**config.mk**
```make
export PLATFORM = sky130hd
export DESIGN_NAME = atpr_deg
export DESIGN_NICKNAME = d
export VERILOG_FILES = /design/src/rtl/core/accel_tilt_pitch_roll_macros.svh /design/src/rtl/core/atpr_pkg.sv /design/src/rtl/core/atpr_deg.sv
export SDC_FILE = /design/constraint.sdc
export NUM_CORES = 1
export LEC_CHECK = 0
export ABC_AREA = 1
export BUFFER_PORTS_ARGS = -buffer_cell sky130_fd_sc_hd__buf_2
export CORE_MARGIN = 2
export CORE_UTILIZATION = 40
export DETAILED_ROUTE_END_ITERATION = 8
export PLACE_DENSITY_LB_ADDON = 0.25
export SYNTH_ARGS = -nofsm -noshare
export SYNTH_HDL_FRONTEND = slang
export SYNTH_SLANG_ARGS = --single-unit
```
**constraint.sdc**
```tcl
create_clock -name clk_i -period 3.2 [get_ports clk_i]
set_input_delay 0.48 -clock clk_i [delete_from_list [all_inputs] [get_ports clk_i]]
set_output_delay 0.48 -clock clk_i [all_outputs]
set_load 0.02 [all_outputs]
```
**src/rtl/core/accel_tilt_pitch_roll_macros.svh**
```systemverilog
// assertion helpers for the tilt pipeline
`ifndef ACCEL_TILT_PITCH_ROLL_MACROS_SVH
`define ACCEL_TILT_PITCH_ROLL_MACROS_SVH

// generic clocked check, off while in reset
`define ATPR_ASSERT(name, prop) \
  name: assert property (@(posedge clk_i) disable iff (!rst_ni) prop) \
    else $error("tilt pipeline check failed");

// two signals that must agree every cycle
`define ATPR_ASSERT_EQ(name, a, b) \
  `ATPR_ASSERT(name, (a) == (b))

`endif

```
**src/rtl/core/atpr_pkg.sv**
```systemverilog
package atpr_pkg;

  localparam int RAD_W    = 32;
  localparam int DAT_W    = 36;
  localparam int Z_W      = 34;
  localparam int TAB_LEN  = 24;
  localparam int DEG_TURN = 360;
  localparam logic [Z_W-1:0] QUARTER_TURN = Z_W'(64'd1 << 30);

  // atan(2^-i) in units of 2^-32 turn
  function automatic logic [31:0] atan_tab(input int i);
    logic [31:0] v;
    case (i)
      0:       v = 32'd536870912;
      1:       v = 32'd316933406;
      2:       v = 32'd167458907;
      3:       v = 32'd85004756;
      4:       v = 32'd42667331;
      5:       v = 32'd21354465;
      6:       v = 32'd10679838;
      7:       v = 32'd5340245;
      8:       v = 32'd2670163;
      9:       v = 32'd1335087;
      10:      v = 32'd667544;
      11:      v = 32'd333772;
      12:      v = 32'd166886;
      13:      v = 32'd83443;
      14:      v = 32'd41722;
      15:      v = 32'd20861;
      16:      v = 32'd10430;
      17:      v = 32'd5215;
      18:      v = 32'd2608;
      19:      v = 32'd1304;
      20:      v = 32'd652;
      21:      v = 32'd326;
      22:      v = 32'd163;
      23:      v = 32'd81;
      default: v = 32'd0;
    endcase
    return v;
  endfunction

endpackage

```
**src/rtl/core/atpr_deg.sv**
```systemverilog
module atpr_deg #(
  parameter int FRAC  = 8,
  parameter int LIMIT = 90,
  parameter int OUT_W = 16
) (
  input  logic                            clk_i,
  input  logic                            rst_ni,
  input  logic                            en_i,
  input  logic                            vld_i,
  input  logic                            tag_i,
  input  logic signed [atpr_pkg::Z_W-1:0] z_i,
  output logic                            vld_o,
  output logic                            ok_o,
  output logic signed [OUT_W-1:0]         ang_o
);

  localparam int ZW  = atpr_pkg::Z_W;
  localparam int MW  = ZW + 9;
  localparam int TW  = MW + 1;
  localparam int DW  = TW - (32 - FRAC);

  logic              vld1_q;
  logic              tag1_q;
  logic              neg1_q;
  logic [MW-1:0]     prod1_q;
  logic [ZW-1:0]     mag;

  logic [TW-1:0]     rnd;
  logic [DW-1:0]     d;
  logic [DW-1:0]     lim;
  logic [DW-1:0]     dsat;
  logic signed [DW:0] res;

  logic              vld2_q;
  logic              ok2_q;
  logic signed [OUT_W-1:0] ang2_q;

  assign mag = z_i[ZW-1] ? ZW'(-z_i) : ZW'(z_i);

  always_ff @(posedge clk_i or negedge rst_ni) begin
    if (!rst_ni) begin
      vld1_q <= 1'b0;
      vld2_q <= 1'b0;
    end else if (en_i) begin
      vld1_q <= vld_i;
      vld2_q <= vld1_q;
    end
  end

  always_ff @(posedge clk_i) begin
    if (en_i) begin
      tag1_q  <= tag_i;
      neg1_q  <= z_i[ZW-1];
      prod1_q <= MW'(mag) * MW'(atpr_pkg::DEG_TURN);
    end
  end

  // round half away from zero, then clamp the magnitude
  assign rnd  = TW'(prod1_q) + (TW'(1) << (31 - FRAC));
  assign d    = DW'(rnd >> (32 - FRAC));
  assign lim  = DW'(LIMIT) << FRAC;
  assign dsat = (d > lim) ? lim : d;
  assign res  = neg1_q ? -$signed({1'b0, dsat}) : $signed({1'b0, dsat});

  always_ff @(posedge clk_i) begin
    if (en_i) begin
      ok2_q  <= !tag1_q;
      ang2_q <= tag1_q ? '0 : OUT_W'(res);
    end
  end

  assign vld_o = vld2_q;
  assign ok_o  = ok2_q;
  assign ang_o = ang2_q;

endmodule

```
==> results by group, run 1 <==
Clock network
  • Number of buffers created by CTS: 5
  • CTS tree: yes
  • Clock Pin Slew Worst Setup and Hold Paths: 0.06 ns
  • Worst-Skew Late Latency: 0.28 ns
  • Clock Tree Root: clkbuf_16
  • Clock Sinks: 41
  • Deepest clock path buffer count: 2
  • Htree depth: 2

STA
  • Fmax: 200 MHz
  • Slew HR: 0.407
  • Final Hold Viols: 0
  • Max Transition Viols Final: 0
  • Tightest Pin Transition: 0.889 ns
  • Final WS setup: -1.81 ns
  • Tcrit/Tclk final: 1.56
  • Post-layout min period: 5.01 ns
  • Clock Skew: 0.00433 ns
  • Hold_ws: 0.377 ns
  • Setup TNS: -32.59 ns
  • Final setup vio count: 20
  • Unrepaired setup endpoints after global routing: true

Routing
  • Antenna Violating Nets Remaining: 0
  • DR iter-0 viols: 291
  • DR vias: 7289
  • Residual DRC count: 0
  • Final wirelength: 19100 um
  • Wirelength per Cell: 12.5 um
  • DRT Pass-1 Iters: 5
  • Vias per inst: 4.77

Setup path
  • Crit end category: flop
  • Critical R2R Capture: ang_o[12]
  • CP max-delay cell: fa_1
  • Crit-path max FO: 5
  • Top delay family on crit path: adder cells
  • WS Path Type: in -> reg
  • R2R Path Start: prod1_q[24]
  • Critical Path AT: 5.04 ns
  • WP data required: 3.24 ns
  • R2R Setup Slk: 0.34 ns
  • WP buf/inv: 8
  • Reg2Reg Depth: 21
  • Worst setup SP type: input port
  • Max incr delay on CP: 0.50 ns
  • Crit-path most repeated cell: buf_4

Synth
  • Async S/R FF share, synth: 0.0488
  • Synth unique cells: 48
  • Synth Warn #: 0
  • Mean Syn Cell Area: 7.28 sq um
  • Mapped cell area: 7330 sq um
  • Flops & latches, synth: 41
  • Most numerous cell in the Yosys netlist: inv_1
  • Primary FF master, synth: edfxtp_1
  • Synth top area share: 0.160
  • Main area contributors after synthesis: edfxtp_1 16%, fa_1 15%, ha_1 14%, inv_1 12%, nand2_1 9.2%
  • Post-synth EDFFs: 39
  • Syn Inst Count: 1007
  • Yosys top cell by area: edfxtp_1
  • Synthesized netlist net count: 1184
  • Synth top cells by count: 241 x inv_1, 179 x nand2_1, 106 x nor2_1
  • Post-synthesis sequential area ratio: 0.167

Floorplan
  • Total die area: 19400 sq um
  • Number of top-level pins: 57
  • Initial Utilization: 0.408
  • Core area: 18000 sq um
  • Die Ht: 139 um
  • Die X: 139 um
  • Std cell rows: 49

Worst hold path
  • WHS Path Cells: 1
  • Min-Delay Startpoint: tag_i
  • Worst hold path type: in -> reg
  • Hold Path Sink: tag1_q

Pwr
  • Leakage: 5.62 nW
  • Worst vdd ir: 524 uV
  • Design Power: 12.1 mW
  • Power per cell area: 1070 nW/um^2

GRT
  • Grt ovf: 0
  • All-Layer GR Usage: 0.183
  • First-pass GRT wire length: 30500 um
  • Vias in the first global route: 7125
  • Largest net degree at the start of global routing: 44
  • Antenna violations before repair: 0

Cells and area
  • Final Net Count: 1477
  • Share of post-route cells with drive strength above 1: 0.422
  • Synthesis-to-finish area growth: 53.7%
  • N_diodes: 0
  • Final Cell Area: 11300 sq um

Placement
  • Post-DP HPWL: 14400 um
  • Gpl congestion: 0.855
  • Placed inst area: 9560 sq um
  • Number of I/O port buffers: 56
  • DP Worst Slack: -2.25 ns

Outcome
  • Status: finished with violations
  • Failing checks: setup timing

Job
  • Max_cap viols: 0
## state kept, by name, indices dropped and copies added (netlist names)
register / cells
vld_o: 1
tag1_q: 1
ang_o: 16
prod1_q: 20
vld1_q: 1
neg1_q: 1
ok_o: 1
## routing by layer
| layer | vias to the layer above | share of wire | track usage |
|---|---|---|---|
| met5 | - | 0 | 0 |
| met4 | 0 | 0.016 | 0.0292 |
| met3 | 29 | 0.025 | 0.0155 |
| met2 | 112 | 0.52 | 0.343 |
| met1 | 3393 | 0.44 | 0.232 |
| li1 | 3755 | - | - |
## placed cells by master, fill, tap and decap left out, drive strengths merged, types with 2 or more instances in the layout
cell | Yosys | routed
dfrtp | 2 | 2
nor2 | 114 | 114
buf | 4 | 292
o2111ai | 4 | 4
clkbuf | 3 | 5
xor2 | 45 | 45
a21boi | 2 | 2
nand4 | 16 | 16
ha | 83 | 83
nand2 | 187 | 187
o31ai | 3 | 3
o21a | 7 | 7
a21o | 4 | 4
nor3 | 16 | 16
fa | 55 | 55
xnor2 | 22 | 22
a21oi | 52 | 52
a211oi | 3 | 3
o21ai | 43 | 43
or2 | 4 | 4
edfxtp | 39 | 39
a31oi | 9 | 9
inv | 242 | 242
nand3 | 37 | 37
## through the flow
stage | util | std cells
floorplan | - | 1007
global placement | 0.532 | 1468
detailed placement | 0.532 | 1468
CTS | 0.585 | 1504
global route | 0.627 | 1529
finish | 0.627 | 1529
## worst max-delay path by stage
stage | from | end | slack [ns] | cells after the start
floorplan | z_i[3] | prod1_q[41] | -1.45 | 27
global placement | z_i[0] | prod1_q[41] | -2.23 | 29
detailed placement | z_i[0] | prod1_q[41] | -2.25 | 29
CTS | z_i[0] | prod1_q[41] | -1.88 | 29
global route | z_i[0] | prod1_q[42] | -2.03 | 27
finish | z_i[1] | prod1_q[32] | -1.81 | 25
## layout make-up
class | count | area (sq um)
inverters | 242 | 936
fillers | 1505 | 6700
clock buffers | 5 | 125
repair buffers | 293 | 2230
flip-flops and latches | 41 | 1220
multi-input cells | 717 | 6430
clock inverters | 2 | 35.0
well taps | 229 | 287
## worst reg2reg max path: cells and delay by family (launching register included)
kind                       cells  cell delay, ns
AOI/OAI and AO/OA              1            0.17
DFF                            1            0.39
adders and majority gates      2            0.41
buffers and inverters          3            0.19
and+or+nand+nor               15            1.45
## power breakdown
group | leakage, nW | switching (mW) | internal (mW)
Combinational | 5.12 | 5.38 | 5.08
Clock | 0.0797 | 0.187 | 0.361
Sequential | 0.416 | 0.136 | 0.945
## timing repair
action / CTS / global route
resized for setup: 134 / 136
hold endpoints to repair: 2 / 0
endpoints found under the setup margin: 20 / 22
hold buffers: 1 / 0
pin swaps: 87 / 114
buffers inserted: 35 / 27
## kinds of logic (layout without fill, tap and decap cells)
family | after synthesis | count (layout) | synth area share
AOI/OAI and AO/OA | 134 | 134 | 0.107
xor gates and xnor gates | 67 | 67 | 0.0811
adders and majority gates | 138 | 138 | 0.292
buffers and inverters | 249 | 542 | 0.130
DFF | 41 | 41 | 0.167
and+or+nand+nor | 378 | 378 | 0.223
Note: power is estimated with default switching activity, not from simulation.
==> run 2, diff against run 1 <==
--- a/config.mk
+++ b/config.mk
@@ -7,10 +7,13 @@
 export LEC_CHECK = 0
 export ABC_AREA = 1
 export BUFFER_PORTS_ARGS = -buffer_cell sky130_fd_sc_hd__buf_2
+export CELL_PAD_IN_SITES_DETAIL_PLACEMENT = 1
+export CELL_PAD_IN_SITES_GLOBAL_PLACEMENT = 2
 export CORE_MARGIN = 2
-export CORE_UTILIZATION = 40
+export CORE_UTILIZATION = 36
 export DETAILED_ROUTE_END_ITERATION = 8
 export PLACE_DENSITY_LB_ADDON = 0.25
+export SKIP_CTS_REPAIR_TIMING = 1
 export SYNTH_ARGS = -nofsm -noshare
 export SYNTH_HDL_FRONTEND = slang
 export SYNTH_SLANG_ARGS = --single-unit
==> run 2 against run 1 <==
Net effect: the flow still finishes with violations (setup timing); global-route usage is 1.8 points higher; sequential cell count unchanged; hold slack got worse by 0.017 ns; maximum frequency down 4.2%; sequential power about the same; clock-buffer cell count rose by 3; critical path type unchanged; largest power group unchanged.
==> results by group, run 2 (same netlist as run 1, synthesis figures left out) <==
STA
  • Setup TNS: -34.82 ns (-2.23 ns)
  • Final setup vio count: 20 (unchanged)
  • Fmax: 191 MHz (-4.2%)
  • Hold_ws: 0.361 ns (-0.0167 ns)
  • Final WS setup: -2.03 ns (-0.221 ns)
  • Post-layout min period: 5.23 ns (+0.221 ns)
  • Unrepaired setup endpoints after global routing: true
  • Max Transition Viols Final: 0 (unchanged)
  • Clock Skew: 0.00688 ns (+0.00255 ns)
  • Final Hold Viols: 0 (unchanged)
  • Slew HR: 0.372 (-0.0356)
  • Tcrit/Tclk final: 1.63 (+0.0690)
  • Tightest Pin Transition: 0.943 ns (+0.0534 ns)

Setup path
  • Critical Path AT: 5.26 ns (+0.22 ns)
  • R2R Setup Slk: 0.28 ns (-0.06 ns)
  • Crit-path max FO: 3 (-2)
  • R2R Path Start: prod1_q[33]
  • Reg2Reg Depth: 22 (+4.8%)
  • Worst Setup EP: prod1_q[41]
  • Crit end category: flop
  • Critical R2R Capture: ang_o[10]
  • Worst setup SP type: input port
  • WP data required: 3.23 ns (about the same)
  • Crit path from: z_i[0]
  • WS Path Type: in -> reg

Cells and area
  • Most common cell after layout, fill and taps aside: buf_4
  • Most frequent cells in the layout: 210 x buf_4, 204 x inv_1, 149 x nand2_1
  • Synthesis-to-finish area growth: 49.4%
  • N_diodes: 0 (unchanged)
  • Final Net Count: 1460 (-1.2%)
  • Max reg flops: 20 (unchanged)
  • Top reg by flops: prod1_q
  • Fill cells: 2447 (+63%)
  • Final Cell Area: 10900 sq um (-2.8%)
  • Share of post-route cells with drive strength above 1: 0.393 (-0.0282)

GRT
  • Largest net degree at the start of global routing: 44 (unchanged)
  • Vias in the first global route: 7813 (+9.7%)
  • All-Layer GR Usage: 0.200 (+0.0175)
  • First-pass GRT wire length: 35600 um (+17%)
  • Grt ovf: 0 (unchanged)
  • Antenna violations before repair: 0 (unchanged)

Pwr
  • Leakage: 5.41 nW (-3.8%)
  • Worst vdd ir: 396 uV (-24%)
  • Power per cell area: 1090 nW/um^2 (+1.8%)

Outcome
  • Failing checks: setup timing
  • Status: finished with violations

Clock network
  • Clock Tree Root: clkbuf_16
  • CTS tree: yes
  • Number of buffers created by CTS: 5 (unchanged)
  • Worst-Skew Late Latency: 0.29 ns (about the same)
  • Clock Pin Slew Worst Setup and Hold Paths: 0.06 ns (about the same)
  • Clock Sinks: 41 (unchanged)
  • Deepest clock path buffer count: 2 (unchanged)
  • Htree depth: 2 (unchanged)

Placement
  • DP Worst Slack: -2.28 ns (-0.0291 ns)
  • Placed inst area: 9640 sq um (+0.90%)
  • Gpl congestion: 0.825 (-3.5%)
  • Number of I/O port buffers: 56 (unchanged)
  • Post-DP HPWL: 18800 um (+30%)

Floorplan
  • Initial Utilization: 0.365 (-0.0434)
  • Number of top-level pins: 57 (unchanged)
  • Die Ht: 147 um (+5.3%)
  • Die X: 147 um (+5.3%)
  • Total die area: 21500 sq um (+11%)
  • Std cell rows: 52 (+6.1%)
  • Core area: 20100 sq um (+12%)

Routing
  • DRT Pass-1 Iters: 4 (-1)
  • DR iter-0 viols: 157 (-46%)
  • DR vias: 7465 (+2.4%)
  • Vias per inst: 4.80 (+0.77%)
  • Final wirelength: 24400 um (+27%)
  • Residual DRC count: 0 (unchanged)
  • Antenna Violating Nets Remaining: 0 (unchanged)
  • Wirelength per Cell: 15.7 um (+25%)

Worst hold path
  • WHS Path Cells: 1 (unchanged)
  • Worst hold path type: in -> reg

Job
  • Max_cap viols: 0 (unchanged)
[run 2: final cells by class]
type                            instances  area, sq um  area share
Inverter                              242          938      0.0857
Tap cell                              270          338      0.0309
Sequential cell                        41         1220       0.112
Timing Repair Buffer                  276         2000       0.183
Multi-Input combinational cell        717         6310       0.577
Clock buffer                            8          136      0.0125
[run 2: per-layer routing]
layer,global-route usage,share of wire,up-vias
li1,-,-,3723
met1,0.246,0.42,3593
met2,0.378,0.54,102
met3,0.0116,0.016,47
met4,0.0553,0.029,0
met5,0,0,-
[run 2: worst max-delay path, cell delays in order]
cell      delay [ns]
buf_6           0.11
inv_12          0.05
nand3_4         0.07
nor2_4          0.12
nand4_1         0.13
nor3_2          0.28
nand2_2         0.12
nor3_4          0.25
nand2_2         0.11
o31ai_4         0.29
xnor2_2         0.12
ha_1            0.35
inv_2           0.05
fa_2            0.55
inv_2           0.05
ha_4            0.29
xor2_4          0.16
ha_4            0.22
a21oi_2         0.13
inv_2           0.06
a21oi_2         0.16
a21boi_2        0.19
o21ai_1         0.09
a21oi_2         0.21
inv_2           0.08
a21oi_4         0.21
o31ai_2         0.11
xor2_1          0.17
[run 2: stage by stage]
step	utilization	instances	power [mW]
floorplan	-	1007	5.78
global placement	0.480	1517	8.71
detailed placement	0.480	1517	8.97
CTS	0.486	1525	9.52
global route	0.545	1554	12.9
finish	0.545	1554	12.0
[run 2: worst min path at each step]
stage / start / endpoint / slack (ns)
after detailed placement: rst_ni / vld_o / 0.27
after global routing: tag_i / tag1_q / 0.36
after global placement: rst_ni / vld_o / 0.27
final: tag_i / tag1_q / 0.36
after floorplan: rst_ni / vld1_q / 0.18
after CTS: rst_ni / vld1_q / -0.05
[run 2: power breakdown]
group          internal (mW)  total [mW]  switching (mW)
combinational           4.76        10.4            5.60
sequential             0.946        1.11           0.167
clock                  0.290       0.490           0.199
==> run 3, diff against run 2 <==
--- a/config.mk
+++ b/config.mk
@@ -13,6 +13,7 @@
 export CORE_UTILIZATION = 36
 export DETAILED_ROUTE_END_ITERATION = 8
 export PLACE_DENSITY_LB_ADDON = 0.25
+export RECOVER_POWER = 50
 export SKIP_CTS_REPAIR_TIMING = 1
 export SYNTH_ARGS = -nofsm -noshare
 export SYNTH_HDL_FRONTEND = slang
==> run 3 against run 2 <==
Net effect: the flow finishes with violations (capacitance limit, slew limit, setup timing); via count down 0.19%; die area did not move; highest routed layer unchanged; sequential cell count stayed put; first-iteration DRC count is 5.7% lower; final cell count is the same; largest cell class unchanged; critical path type unchanged; critical path depth unchanged; worst setup slack better by 0.0038 ns; global-route usage unchanged; utilization decreased by 0.14 points; clock-buffer cell count did not move.
==> results by group, run 3 (same netlist as run 1, synthesis figures left out) <==
Clock network
  • Clock Pin Slew Worst Setup and Hold Paths: 0.06 ns (about the same)
  • Worst-Skew Late Latency: 0.29 ns (about the same)
  • Clock Tree Root: clkbuf_16
  • Clock Sinks: 41 (unchanged)
  • Deepest clock path buffer count: 2 (unchanged)
  • Number of buffers created by CTS: 5 (unchanged)
  • Htree depth: 2 (unchanged)
  • CTS tree: yes

Pwr
  • Leakage: 5.34 nW (-1.3%)
  • Power per cell area: 1100 nW/um^2 (+0.22%)
  • Worst vdd ir: 396 uV (about the same)

Setup path
  • R2R Setup Slk: 0.28 ns (about the same)
  • Crit path from: z_i[0]
  • Crit-path max FO: 3 (unchanged)
  • Crit end category: flop
  • WP data required: 3.23 ns (about the same)
  • Critical R2R Capture: ang_o[10]
  • Critical Path AT: 5.26 ns (about the same)
  • Worst setup SP type: input port
  • Reg2Reg Depth: 22 (unchanged)
  • WS Path Type: in -> reg
  • Worst Setup EP: prod1_q[41]
  • R2R Path Start: prod1_q[33]

Cells and area
  • Most frequent cells in the layout: 209 x buf_4, 204 x inv_1, 149 x nand2_1
  • Non-Filler Instances: 1554 (unchanged)
  • Top reg by flops: prod1_q
  • Synthesis-to-finish area growth: 49.0%
  • N_diodes: 0 (unchanged)
  • Most common cell after layout, fill and taps aside: buf_4
  • Share of post-route cells with drive strength above 1: 0.377 (-0.0164)
  • Final Net Count: 1460 (unchanged)
  • Util after Layout: 0.543 (-0.00143)
  • Max reg flops: 20 (unchanged)

Placement
  • Number of I/O port buffers: 56 (unchanged)
  • Placed Cells: 1517 (unchanged)
  • DP Worst Slack: -2.28 ns (unchanged)
  • Post-DP HPWL: 18800 um (unchanged)
  • Gpl congestion: 0.825 (unchanged)

Routing
  • Residual DRC count: 0 (unchanged)
  • Wirelength per Cell: 15.7 um (about the same)
  • Antenna Violating Nets Remaining: 0 (unchanged)
  • Vias per inst: 4.79 (-0.19%)
  • DR iter-0 viols: 148 (-5.7%)
  • Final wirelength: 24400 um (about the same)
  • DR vias: 7451 (-0.19%)
  • DRT Pass-1 Iters: 4 (unchanged)

Floorplan
  • Number of top-level pins: 57 (unchanged)
  • Total die area: 21500 sq um (unchanged)
  • Std cell rows: 52 (unchanged)
  • Die X: 147 um (unchanged)
  • Core area: 20100 sq um (unchanged)
  • Die Ht: 147 um (unchanged)
  • Initial Utilization: 0.365 (unchanged)

Outcome
  • Failing checks: capacitance limit, slew limit, setup timing
  • Status: finished with violations

Worst hold path
  • Worst hold path type: in -> reg

STA
  • Final setup vio count: 20 (unchanged)
  • Slew HR: -0.500 (-0.872)
  • Tightest Pin Transition: 2.25 ns (+1.31 ns)
  • Post-layout min period: 5.22 ns (-0.00376 ns)
  • Max Transition Viols Final: 44 (+44)
  • Final WS setup: -2.02 ns (+0.00376 ns)
  • Unrepaired setup endpoints after global routing: true
  • Final Hold Viols: 0 (unchanged)
  • Setup TNS: -34.76 ns (+0.0619 ns)
  • Clock Skew: 0.00670 ns (-0.000184 ns)
  • Fmax: 191 MHz (about the same)
  • Tcrit/Tclk final: 1.63 (about the same)

GRT
  • Antenna violations before repair: 0 (unchanged)
  • First-pass GRT wire length: 35600 um (unchanged)
  • Vias in the first global route: 7813 (unchanged)
  • Largest net degree at the start of global routing: 44 (unchanged)
  • All-Layer GR Usage: 0.200 (unchanged)
  • Grt ovf: 0 (unchanged)

Job
  • Max_cap viols: 1 (+1)
-- run 3: cell count changes in the layout (fill, tap and decap cells not counted), sizes merged --
cell / before / now
buf: 275 / 254
clkbuf: 8 / 29
-- run 3: layout make-up --
cell class / instances / area, sq um
Clock buffer: 8 / 136
Tap cell: 270 / 338
Sequential cell: 41 / 1220
Multi-Input combinational cell: 717 / 6310
Timing Repair Buffer: 276 / 1970
Inverter: 242 / 938
Fill cell: 2458 / 9190
-- run 3: power breakdown --
part	switching, mW	total [mW]	internal, mW
clock network	0.200	0.490	0.290
registers	0.167	1.11	0.947
logic	5.60	10.4	4.75
total	5.97	12.0	5.99
-- run 3: per-layer routing --
layer | wire length, um | share of wire | GRT usage | vias up
met5 | 0 | 0 | 0 | -
met4 | 712 | 0.029 | 0.0553 | 0
met2 | 13100 | 0.54 | 0.378 | 104
met1 | 10200 | 0.42 | 0.246 | 3577
met3 | 414 | 0.017 | 0.0116 | 47
li1 | - | - | - | 3723
-- run 3: critical path: stages --
cell and delay, ns:
buf_6 0.11, inv_12 0.05, nand3_4 0.07, nor2_4 0.12, nand4_1 0.13, nor3_2 0.28, nand2_2 0.12, nor3_4 0.25
nand2_2 0.11, o31ai_4 0.29, xnor2_2 0.12, ha_1 0.35, inv_2 0.05, fa_2 0.55, inv_2 0.05, ha_4 0.29
xor2_4 0.16, ha_4 0.22, a21oi_2 0.13, inv_2 0.06, a21oi_2 0.16, a21boi_2 0.19, o21ai_1 0.09, a21oi_2 0.21
inv_2 0.08, a21oi_4 0.21, o31ai_2 0.11, xor2_1 0.17
-- run 3: how the worst min path moves through the flow --
stage            from     end  cells past startpoint
2_1_floorplan  rst_ni  vld1_q                      0
3_3_place_gp   rst_ni   vld_o                      1
3_5_place_dp   rst_ni   vld_o                      1
4_1_cts        rst_ni  vld1_q                      1
5_1_grt         tag_i  tag1_q                      1
6_report        tag_i  tag1_q                      1
-- run 3: through the flow --
stage,instance area [sq um],total power [mW],hold WS (ns)
finish,10900,12.0,0.360
global route,10900,12.9,0.358
CTS,9780,9.52,-0.0466
detailed placement,9640,8.97,0.269
global placement,9640,8.71,0.266
floorplan,7630,5.78,0.184
